## config.mk

```make
export PLATFORM = sky130hd
export DESIGN_NAME = pfc_front
export DESIGN_NICKNAME = d
export VERILOG_FILES = /design/src/hdl/pfc_pkg.sv /design/src/hdl/pfc_front.sv
export SDC_FILE = /design/constraint.sdc
export NUM_CORES = 1
export LEC_CHECK = 0
export BUFFER_PORTS_ARGS = -buffer_cell sky130_fd_sc_hd__buf_2
export CORE_MARGIN = 4
export CORE_UTILIZATION = 55
export DETAILED_ROUTE_END_ITERATION = 10
export PLACE_DENSITY = 0.74
export SKIP_CTS_REPAIR_TIMING = 1
export SYNTH_ARGS = -nofsm -noshare
export SYNTH_HDL_FRONTEND = slang
export SYNTH_SLANG_ARGS = --single-unit
```

## constraint.sdc

```tcl
create_clock -name clk -period 4.8 [get_ports clk]
set_input_delay 0.96 -clock clk [delete_from_list [all_inputs] [get_ports clk]]
set_output_delay 0.96 -clock clk [all_outputs]
set_load 0.02 [all_outputs]
```

## src/hdl/pfc_pkg.sv

```systemverilog
// ----------------------------------------------------------------------------
// pfc_pkg: shared types and constants of the provisioning RPC frame checker
// Parse phases, result kinds, status codes and the request that travels from
// the front part to the back part through the queue.
// ----------------------------------------------------------------------------
package pfc_pkg;

	localparam int PFC_FIFO_DEPTH = 4;

	localparam logic [7:0] CMD_SEND_WIFI = 8'h01;
	localparam logic [1:0] MIN_OCTETS    = 2'd2;
	localparam logic [1:0] COUNT_SAT     = 2'd3;

	typedef enum logic [2:0] {
		PH_CMD      = 3'd0,
		PH_LEN      = 3'd1,
		PH_NAME_LEN = 3'd2,
		PH_NAME     = 3'd3,
		PH_PASS_LEN = 3'd4,
		PH_PASS     = 3'd5,
		PH_DONE     = 3'd6
	} phase_t;

	typedef enum logic [1:0] {
		KIND_NAME   = 2'd0,
		KIND_PASS   = 2'd1,
		KIND_STATUS = 2'd2
	} kind_t;

	typedef enum logic [1:0] {
		ST_OK      = 2'd0,
		ST_INVALID = 2'd1,
		ST_UNKNOWN = 2'd2
	} status_t;

	// one request: an optional field octet followed by an optional status
	typedef struct packed {
		logic    fld_vld;
		kind_t   fld_kind;
		logic [7:0] fld_octet;
		logic    sts_vld;
		status_t sts_code;
	} req_t;

endpackage

```

## src/hdl/pfc_front.sv

```systemverilog
// ----------------------------------------------------------------------------
// pfc_front: octet intake and frame parser
// Holds each octet back one item, walks the frame phases with the held octet,
// and issues field and status requests to the queue.
// ----------------------------------------------------------------------------
module pfc_front import pfc_pkg::*; (
	input  logic       clk,
	input  logic       arst_n,
	input  logic       push,
	output logic       full,
	input  logic [7:0] in_octet,
	input  logic       end_of_packet,
	input  logic       q_full,
	output logic       q_wr,
	output req_t       q_req
);

	phase_t     phase_q, phase_p;
	logic [7:0] remain_q, remain_p;
	logic [7:0] sum_q, sum_p;
	logic [7:0] held_q;
	logic       held_vld_q;
	logic [1:0] count_q, count_p;
	logic [7:0] cmd_q, cmd_p;
	logic       acc, proc;
	req_t       req;

	assign full = q_full;
	assign acc  = push && !q_full;
	assign proc = acc && held_vld_q;

	// next state after processing the held octet
	always_comb begin
		phase_p  = phase_q;
		remain_p = remain_q;
		sum_p    = sum_q;
		count_p  = count_q;
		cmd_p    = cmd_q;
		if (proc) begin
			sum_p = sum_q + held_q;
			if (count_q != COUNT_SAT) begin
				count_p = count_q + 2'd1;
			end
			case (phase_q)
				PH_CMD: begin
					cmd_p   = held_q;
					phase_p = PH_LEN;
				end
				PH_LEN: begin
					phase_p = PH_NAME_LEN;
				end
				PH_NAME_LEN: begin
					remain_p = held_q;
					phase_p  = (held_q == 8'd0) ? PH_PASS_LEN : PH_NAME;
				end
				PH_NAME: begin
					remain_p = remain_q - 8'd1;
					if (remain_q == 8'd1) begin
						phase_p = PH_PASS_LEN;
					end
				end
				PH_PASS_LEN: begin
					remain_p = held_q;
					phase_p  = (held_q == 8'd0) ? PH_DONE : PH_PASS;
				end
				PH_PASS: begin
					remain_p = remain_q - 8'd1;
					if (remain_q == 8'd1) begin
						phase_p = PH_DONE;
					end
				end
				default: begin
					phase_p = PH_DONE;
				end
			endcase
		end
	end

	// request contents
	always_comb begin
		req           = '0;
		req.fld_kind  = (phase_q == PH_PASS) ? KIND_PASS : KIND_NAME;
		req.fld_octet = held_q;
		req.fld_vld   = proc && (phase_q inside {PH_NAME, PH_PASS})
		                && (cmd_q == CMD_SEND_WIFI);
		req.sts_vld   = acc && end_of_packet;
		if (count_p < MIN_OCTETS) begin
			req.sts_code = ST_INVALID;
		end else if (sum_p != in_octet) begin
			req.sts_code = ST_INVALID;
		end else if (cmd_p != CMD_SEND_WIFI) begin
			req.sts_code = ST_UNKNOWN;
		end else if (phase_p != PH_DONE) begin
			req.sts_code = ST_INVALID;
		end else begin
			req.sts_code = ST_OK;
		end
	end

	assign q_wr  = req.fld_vld || req.sts_vld;
	assign q_req = req;

	always_ff @(posedge clk or negedge arst_n) begin
		if (!arst_n) begin
			phase_q    <= PH_CMD;
			remain_q   <= '0;
			sum_q      <= '0;
			held_q     <= '0;
			held_vld_q <= 1'b0;
			count_q    <= '0;
			cmd_q      <= '0;
		end else if (acc) begin
			if (end_of_packet) begin
				// frame closed: drop all frame state
				phase_q    <= PH_CMD;
				remain_q   <= '0;
				sum_q      <= '0;
				held_q     <= '0;
				held_vld_q <= 1'b0;
				count_q    <= '0;
				cmd_q      <= '0;
			end else begin
				phase_q    <= phase_p;
				remain_q   <= remain_p;
				sum_q      <= sum_p;
				held_q     <= in_octet;
				held_vld_q <= 1'b1;
				count_q    <= count_p;
				cmd_q      <= cmd_p;
			end
		end
	end

endmodule

```

[Yosys cells after proc, flatten, opt, wreduce, memory -nomap -nowiden]
Index checks and enable logic that the tools add are counted.
Word-level totals
  register bits after elaboration: 38
  input port bits: 13
  output and inout bits: 16
  word-level logic and storage cells: 62
Cells by class
  equal/unequal tests: 11
  reductions and logical operators: 15
  muxes and demuxes: 25
  add/subtract/negate cells: 3
  magnitude comparators: 1
Operators with widths (number)
  $mux 8: 8
  $pmux 3 s6: 1
  $eq 8x1->1 const B: 2
  $pmux 8 s2: 1
  $mux 3: 5
  $mux 2: 7
  $add 8x8->8: 1
  $logic_not 8->1: 1
  $ne 8x1->1 const B: 1
  $ne 8x8->1: 1
  $sub 8x1->8 const B: 1
  $eq 3x2->1 const B: 2
  $eq 3x3->1 const B: 2
  $logic_and 1x1->1: 5
  $reduce_bool 2->1: 2
  $reduce_or 2->1: 2
  $eq 3x1->1 const B: 1
  $logic_not 3->1: 1
  $mux 1: 3
  $ne 3x3->1 const B: 1
  $reduce_and 3->1: 1
  $reduce_bool 3->1: 1
  $add 2x1->2 const B: 1
  $lt 2x2->1 const B: 1
  3 further kinds: 3

[Depth between registers and ports, before layout]
Gate-level depths: netlist of the first run.
  word-level depth: 9
  gate-level depth with buffers: 10
  gate-level depth less buffers: 10

[Worst setup path before layout of the first run]
OpenSTA, ideal clock, no wires.
  kind: flip-flop to output port
  from: reg held_q[0]
  to: out q_req[1] in the netlist's numbering
  stages on the path, launching flop included: 11
  required time: 3840 ps
  slack: 1352 ps
  buffers on the path: 0
  arrival: 2488 ps
  path through: dfrtp_1 ha_1 inv_1 fa_1 xnor2_1 a211o_1 o311ai_0 and4_1 o2111a_1 o2111a_1 and3_1
RTL lines
  from (decl): line pfc_front.sv:21  | logic [7:0] held_q;
  from (signal assigned): line pfc_front.sv:126  | held_q <= in_octet;
  to (decl): line pfc_front.sv:15  | output req_t q_req

==> impl_metrics.csv, run 1 <==
group,metric,value,unit
cells_and_area,postLayoutCellArea,2790,µm²
synth,seq_area_frac_synth,0.374,
detailed_routing,ant_nets,0,
sta,tightest_slew,851,ps
synth,yosys.area.top_type,"dfrtp_1",
synth,synth-edff-count,0,
critical_path,critical_path_arrival,3080,ps
sta,maxSlewViolCount,0,
cts,htreeDepth,2,
global_routing,antenna_found_initial,0,
critical_path,crit_fanout,18,
sta,hold_violations,0,
die,ios,29,
cells_and_area,layout-drive-gt1-share,0.135,
global_routing,grt.overflow.total,0,
placement,dpl.hpwl,4570,µm
detailed_routing,wl_per_cell,18.0,µm
synth,syn_area,2540,µm²
synth,async_flop_share,1.00,
power,p_switching,263,µW
cts,clock_path_buffers,2,
synth,synth_cell_types,54,
critical_path,cpPeakStageDelay,650,ps
detailed_routing,drt_iter0_drc,145,
global_routing,grt_pass1_vias,2221,
synth,synth_area_per_cell,8.61,µm²
detailed_routing,first_pass_iters,5,
sta,finClkSkew,6.79,ps
placement,placement.cell_area,2650,µm²
placement,place_congestion,0.880,
synth,ys_ff_latch,38,
placement,place_inst,356,
cells_and_area,finalNonFillerCells,364,
power,leakage,1.26,nW
worst_hold_path,hp-class,"reg2reg",
global_routing,grt.total_usage,0.230,
power,clkPwrFrac,0.374,
detailed_routing,postRouteWirelength,6540,µm
global_routing,grt_first_pass_wirelength,11000,µm
cells_and_area,fin_util,0.632,
power,netSwitchingFraction,0.297,
synth,synthTopCellsByArea,"dfrtp_1, o21ai_0, nand2_1, nor2_1, ha_1",
cells_and_area,final_nets,334,
sta,clock.fmax,247,MHz
critical_path,path_cells,"buf_2, and3b_1, mux2i_1, xor2_1, and4_1, o2111a_1, o2111a_1, and3_1, buf_2",
sta,setup_violations,0,
synth,yosysMostFrequentCell,"dfrtp_1",
flow_run,maxCapViolCount,0,
cts,clkSlewWorstSetupHoldPaths,80,ps
status,outcome,"finished clean",
power,p_int,622,µW
detailed_routing,vias_per_cell,6.24,
power,combPwrFrac,0.206,
placement,pre_cts_ws,778,ps
cts,clock-sinks,38,
synth,synth_cells,295,
synth,ys_warn_count,0,
critical_path,worstSetupPathType,"in2out",
cells_and_area,n_antenna_cell,0,
sta,whs,497,ps
die,core_area,4410,µm²
placement,port_buffers,27,
detailed_routing,drc,0,
cts,numCtsBuffers,5,
power,pwr-share-seq,0.421,
power,pwr_density_cell,318,nW/µm²
critical_path,required,3840,ps
synth,synthTopCellsByCount,"dfrtp_1, nand2_1, nor2_1, o21ai_0, a21oi_1",
sta,fin_crit_sh,0.842,
die,initial_core_util,0.576,
synth,synth_fp_nets,318,
die,dieHeight,76.0,µm
sta,fin_crit,4040,ps
synth,synth_top_area_frac,0.374,
cts,clock_latency,300,ps
cts,cts-root-buf,"clkbuf_8",
power,power.total,886,µW
cells_and_area,nFillCells,402,
sta,worst_slack,758,ps
global_routing,grt_max_degree,39,
cells_and_area,area_growth,9.75,%
detailed_routing,via_count,2273,
critical_path,cp_slowest_cell,"and3b_1",
synth,ys.flop_type,"dfrtp_1",
die,rows,24,
critical_path,startpoint_type,"primary input",
sta,rsz0062_at_grt,"no",
die,dieArea,5770,µm²
power,ir_drop,0.182,mV
critical_path,worstSetupEndpointType,"output port",
sta,slew_headroom,0.433,
die,fp.dieW,76.0,µm
cts,cts_tree,"built",
sta,setup_tns,0,ps
==> cell usage in the layout, fill, tap and decap left out, types with 5 or more instances in the layout <==
master,count
a21oi_1,17
a22o_1,12
buf_2,27
clkbuf_8,5
dfrtp_1,38
ha_1,9
inv_1,9
nand2_1,31
nand3b_1,8
nor2_1,31
nor3_1,10
o21ai_0,28
xor2_1,8
==> worst max-delay path, delay by kind of cell <==
| kind | cells | cell delay (ps) |
|---|---|---|
| xor+xnor | 1 | 160 |
| mux | 1 | 290 |
| buf+inv | 2 | 290 |
| compound gates | 2 | 370 |
| simple gates | 3 | 1030 |
==> path summary, 6_finish.rpt <==
kind | from | to | slack [ps] | cells past startpoint
min | count_q[0] | count_q[0] | 500 | 1
min reg2reg | count_q[0] | count_q[0] | 500 | 1
max in group asynchronous | arst_n | held_q[7] | 3490 | 1
max | q_full | q_req[1] | 760 | 9
min in group asynchronous | arst_n | cmd_q[0] | 770 | 1
max reg2reg | held_q[1] | sum_q[7] | 2520 | 8
==> cell type report <==
type | instances | area (µm²) | area share
Clock buffer | 5 | 68.8 | 0.0247
Inverter | 9 | 33.8 | 0.0121
Multi-Input combinational cell | 229 | 1460 | 0.523
Timing Repair Buffer | 28 | 143 | 0.0511
Tap cell | 52 | 65.1 | 0.0233
Sequential cell | 38 | 951 | 0.341
Clock inverter | 3 | 68.8 | 0.0247
==> state kept, by name (all words and copies together), names as in the netlist <==
register    flops
sum_q           8
remain_q        8
cmd_q           8
phase_q         3
held_q          8
count_q         2
held_vld_q      1
==> power groups by stage <==
stage	registers (mW)	clock network (mW)	logic [mW]
after floorplan	0.373	0	0.130
after global placement	0.377	0	0.177
after detailed placement	0.378	0	0.179
after CTS	0.371	0.334	0.181
after global routing	0.375	0.351	0.203
final	0.372	0.331	0.182
==> kinds of logic after synthesis <==
logic type / after synthesis / synth area share
adder cells (fa/ha/maj): 10 / 0.0522
AND/OR/NAND/NOR: 114 / 0.232
AO/OA/AOI/OAI: 89 / 0.235
flip-flops: 38 / 0.374
multiplexers: 3 / 0.0118
buffers and inverters: 28 / 0.0517
XOR/XNOR: 12 / 0.0414
other: 1 / 0.00148
==> metal layers <==
metal,wire length (µm),vias to the layer above,global-route usage
met5,0,-,0
met4,100,0,0.0694
met3,395,10,0.0402
met2,2980,73,0.359
met1,3060,1092,0.325
li1,-,1098,-
(Power assumes the default switching activity.)
==> run 2: changes to the inputs <==
Clock period 4.8 ns to 4 ns, I/O delays scaled along.
==> run 2 against run 1 <==
Clock power down 16%; die area did not move; cell count rose by 0.55%; setup slack lost 560 ps; hold slack lost 2.5 ps; critical path type is now reg2out; critical endpoint unchanged; highest routed layer unchanged.
==> impl_metrics.csv, run 2 (synthesis results as in run 1) <==
group,metric,value,unit
detailed_routing,drt_iter0_drc,141,
global_routing,antenna_found_initial,0,
sta,clock.fmax,263,MHz
power,ir_drop,0.209,mV
sta,slew_headroom,0.436,
sta,hold_violations,0,
global_routing,grt_pass1_vias,2134,
sta,fin_crit_sh,0.951,
critical_path,required,3200,ps
worst_hold_path,hp-class,"reg2reg",
cts,cts-root-buf,"clkbuf_8",
global_routing,grt_max_degree,39,
detailed_routing,vias_per_cell,6.19,
cells_and_area,area_growth,8.67,%
die,ios,29,
die,core_area,4410,µm²
cts,htreeDepth,2,
critical_path,crit_fanout,7,
sta,fin_crit,3810,ps
cells_and_area,layout-drive-gt1-share,0.140,
cells_and_area,multiInputGateArea,1460,µm²
cts,clock-sinks,38,
global_routing,grt.total_usage,0.220,
cells_and_area,mostFrequentLayoutCells,"dfrtp_1, nor2_1, nand2_1",
power,pwr_density_cell,342,nW/µm²
detailed_routing,wl_per_cell,17.2,µm
sta,setup_tns,0,ps
cells_and_area,seqCellArea,951,µm²
sta,whs,495,ps
die,rows,24,
critical_path,critical_path_arrival,3010,ps
placement,place_congestion,0.872,
critical_path,worstSetupPathType,"reg2out",
detailed_routing,first_pass_iters,5,
cells_and_area,final_common_cell,"dfrtp_1",
cts,clock_path_buffers,2,
power,power.total,944,µW
cts,numCtsBuffers,5,
cells_and_area,final_nets,336,
die,dieHeight,76.0,µm
global_routing,grt_first_pass_wirelength,10600,µm
flow_run,maxCapViolCount,0,
die,initial_core_util,0.576,
die,dieArea,5770,µm²
die,fp.dieW,76.0,µm
sta,maxSlewViolCount,0,
cells_and_area,n_antenna_cell,0,
power,leakage,1.25,nW
placement,port_buffers,27,
detailed_routing,drc,0,
sta,setup_violations,0,
cts,cts_tree,"built",
critical_path,worstSetupEndpointType,"output port",
sta,finClkSkew,6.86,ps
detailed_routing,postRouteWirelength,6310,µm
detailed_routing,ant_nets,0,
critical_path,startpoint_type,"flip-flop",
detailed_routing,via_count,2265,
cts,clock_latency,290,ps
placement,dpl.hpwl,4430,µm
status,outcome,"finished clean",
global_routing,grt.overflow.total,0,
sta,rsz0062_at_grt,"no",
sta,tightest_slew,846,ps
cts,clkSlewWorstSetupHoldPaths,70,ps
cells_and_area,nFillCells,382,
==> run 2: worst paths after layout <==
check | from | endpoint | slack [ps] | depth (start not counted)
min reg2reg | count_q[0] | count_q[0] | 490 | 1
min | count_q[0] | count_q[0] | 490 | 1
max reg2reg | held_q[1] | sum_q[7] | 1670 | 8
max | held_q[0] | q_req[1] | 190 | 11
min in group asynchronous | arst_n | held_q[3] | 610 | 1
max in group asynchronous | arst_n | count_q[0] | 2850 | 1
==> run 2: power by group <==
| part | internal [mW] | switching, mW | leakage (nW) | total (mW) |
|---|---|---|---|---|
| combinational | 0.0910 | 0.130 | 0.684 | 0.221 |
| clock | 0.139 | 0.140 | 0.0472 | 0.279 |
| sequential | 0.408 | 0.0362 | 0.518 | 0.444 |
==> run 2: through the flow <==
step	worst slack, ps	cells	instance area, µm²	util
floorplan	712	295	2540	-
global placement	425	358	2670	0.604
detailed placement	384	358	2670	0.604
CTS	212	366	2760	0.626
global route	2.89	366	2760	0.626
finish	194	366	2760	0.626
==> run 2: cell type report <==
class                           instances  share of cell area
Inverter                                9              0.0122
Clock inverter                          2             0.00453
Clock buffer                            6              0.0299
Timing Repair Buffer                   30              0.0571
Multi-Input combinational cell        229               0.528
Sequential cell                        38               0.344
Tap cell                               52              0.0236
==> run 2: layer usage <==
metal | global-route usage | routed length, µm
met2 | 0.332 | 2850
met3 | 0.0378 | 324
met1 | 0.324 | 3060
met4 | 0.0587 | 69
met5 | 0 | 0
==> run 2: worst max-delay path, cell delays in order, from the launching register on <==
cell and delay (ps):
dfrtp_1 490, ha_1 240, inv_1 70, fa_1 400
xnor2_1 190, a211o_1 280, o311ai_0 90, and4_1 240
o2111a_1 170, o2111a_1 220, and3_1 170, buf_2 160
==> run 3: changes to the inputs <==
Settings changed: REMOVE_ABC_BUFFERS set to 1.
==> run 3 against run 2 <==
Hold slack better by 1.9 ps; via count is 1.0% higher; cell count is 0.27% higher; highest routed layer unchanged.
==> impl_metrics.csv, run 3 (synthesis results as in run 1) <==
group,metric,value,unit
status,outcome,"finished clean",
cells_and_area,final_common_cell,"dfrtp_1",
sta,clock.fmax,266,MHz
cts,clock_path_buffers,2,
detailed_routing,highest_layer,"met4",
cells_and_area,nFillCells,400,
sta,setup_tns,0,ps
global_routing,antenna_found_initial,0,
sta,maxSlewViolCount,0,
power,ir_drop,0.174,mV
critical_path,required,3200,ps
cells_and_area,mostFrequentLayoutCells,"dfrtp_1, nor2_1, nand2_1",
power,pwr_density_cell,357,nW/µm²
global_routing,grt.total_usage,0.239,
detailed_routing,first_pass_iters,5,
cells_and_area,area_growth,9.50,%
die,rows,24,
global_routing,grt_max_degree,39,
die,initial_core_util,0.576,
critical_path,reg2reg_slack,1640,ps
cts,clkSlewWorstSetupHoldPaths,70,ps
cells_and_area,layout-drive-gt1-share,0.143,
flow_run,maxCapViolCount,0,
detailed_routing,vias_per_cell,6.23,
placement,port_buffers,27,
die,fp.dieW,76.0,µm
power,power.total,994,µW
critical_path,worstSetupPathType,"reg2out",
cts,numCtsBuffers,5,
placement,place_congestion,0.905,
cts,cts-root-buf,"clkbuf_8",
cts,cts_tree,"built",
critical_path,startpoint_type,"flip-flop",
sta,rsz0062_at_grt,"no",
die,ios,29,
global_routing,grt_first_pass_wirelength,11500,µm
critical_path,worstSetupEndpointType,"output port",
sta,fin_crit,3760,ps
detailed_routing,met2_length,3000,µm
detailed_routing,ant_nets,0,
placement,dpl.hpwl,4650,µm
detailed_routing,drc,0,
detailed_routing,met1_length,2950,µm
detailed_routing,via_count,2288,
sta,fin_crit_sh,0.940,
power,leakage,1.26,nW
detailed_routing,wl_met3,467,µm
cells_and_area,n_antenna_cell,0,
worst_hold_path,hp-class,"reg2reg",
sta,slew_headroom,0.412,
sta,tightest_slew,883,ps
critical_path,crit_fanout,7,
cts,htreeDepth,2,
global_routing,grt.overflow.total,0,
detailed_routing,postRouteWirelength,6500,µm
die,core_area,4410,µm²
sta,hold_violations,0,
sta,finClkSkew,10.4,ps
critical_path,critical_path_arrival,2960,ps
cts,clock_latency,300,ps
detailed_routing,drt_iter0_drc,163,
cts,clock-sinks,38,
cells_and_area,final_nets,337,
sta,setup_violations,0,
die,dieArea,5770,µm²
global_routing,grt_pass1_vias,2284,
detailed_routing,wl_per_cell,17.7,µm
die,dieHeight,76.0,µm
run 3: metal layers:
layer,GRT usage,up-vias
met5,0,-
met4,0.0641,0
met3,0.0520,11
met2,0.367,88
met1,0.339,1090
li1,-,1099
run 3: layout make-up:
cell class | instances | area (µm²) | area share
clock buffer | 5 | 68.8 | 0.0247
clock inverter | 3 | 40.0 | 0.0144
inverter | 9 | 33.8 | 0.0121
multi-input combinational | 229 | 1460 | 0.524
sequential | 38 | 951 | 0.342
tap | 52 | 65.1 | 0.0234
timing repair buffer | 31 | 165 | 0.0594
run 3: critical path: stages, from the launching register on:
cell and delay (ps):
dfrtp_1 490, ha_1 230, inv_1 60, fa_1 390, nor2b_1 170, o21a_1 160, nor2_1 70, xor2_1 160
a221oi_1 370, o2111a_1 250, and3_1 160, buf_2 160
run 3: where the power goes:
| group | switching [mW] | internal, mW |
|---|---|---|
| registers | 0.0367 | 0.408 |
| logic | 0.133 | 0.0916 |
| clock network | 0.142 | 0.184 |
run 3: through the flow:
| step | area, µm² | hold slack, ps | cells | util | setup slack [ps] |
|---|---|---|---|---|---|
| final | 2780 | 497 | 367 | 0.630 | 238 |
| after global routing | 2780 | 527 | 367 | 0.630 | 37.5 |
| after CTS | 2780 | 499 | 367 | 0.630 | 262 |
| after detailed placement | 2670 | 485 | 359 | 0.606 | 550 |
| after global placement | 2670 | 476 | 359 | 0.606 | 599 |
| after floorplan | 2440 | 451 | 276 | - | 701 |
run 3: worst paths after layout:
kind                            start    endpoint  cells past startpoint
min in group asynchronous      arst_n   held_q[1]                      1
setup reg to reg            held_q[1]    sum_q[7]                      8
setup / recovery            held_q[0]    q_req[1]                     11
max in group asynchronous      arst_n  held_vld_q                      1
hold reg to reg            count_q[0]  count_q[0]                      1
hold / removal             count_q[0]  count_q[0]                      1
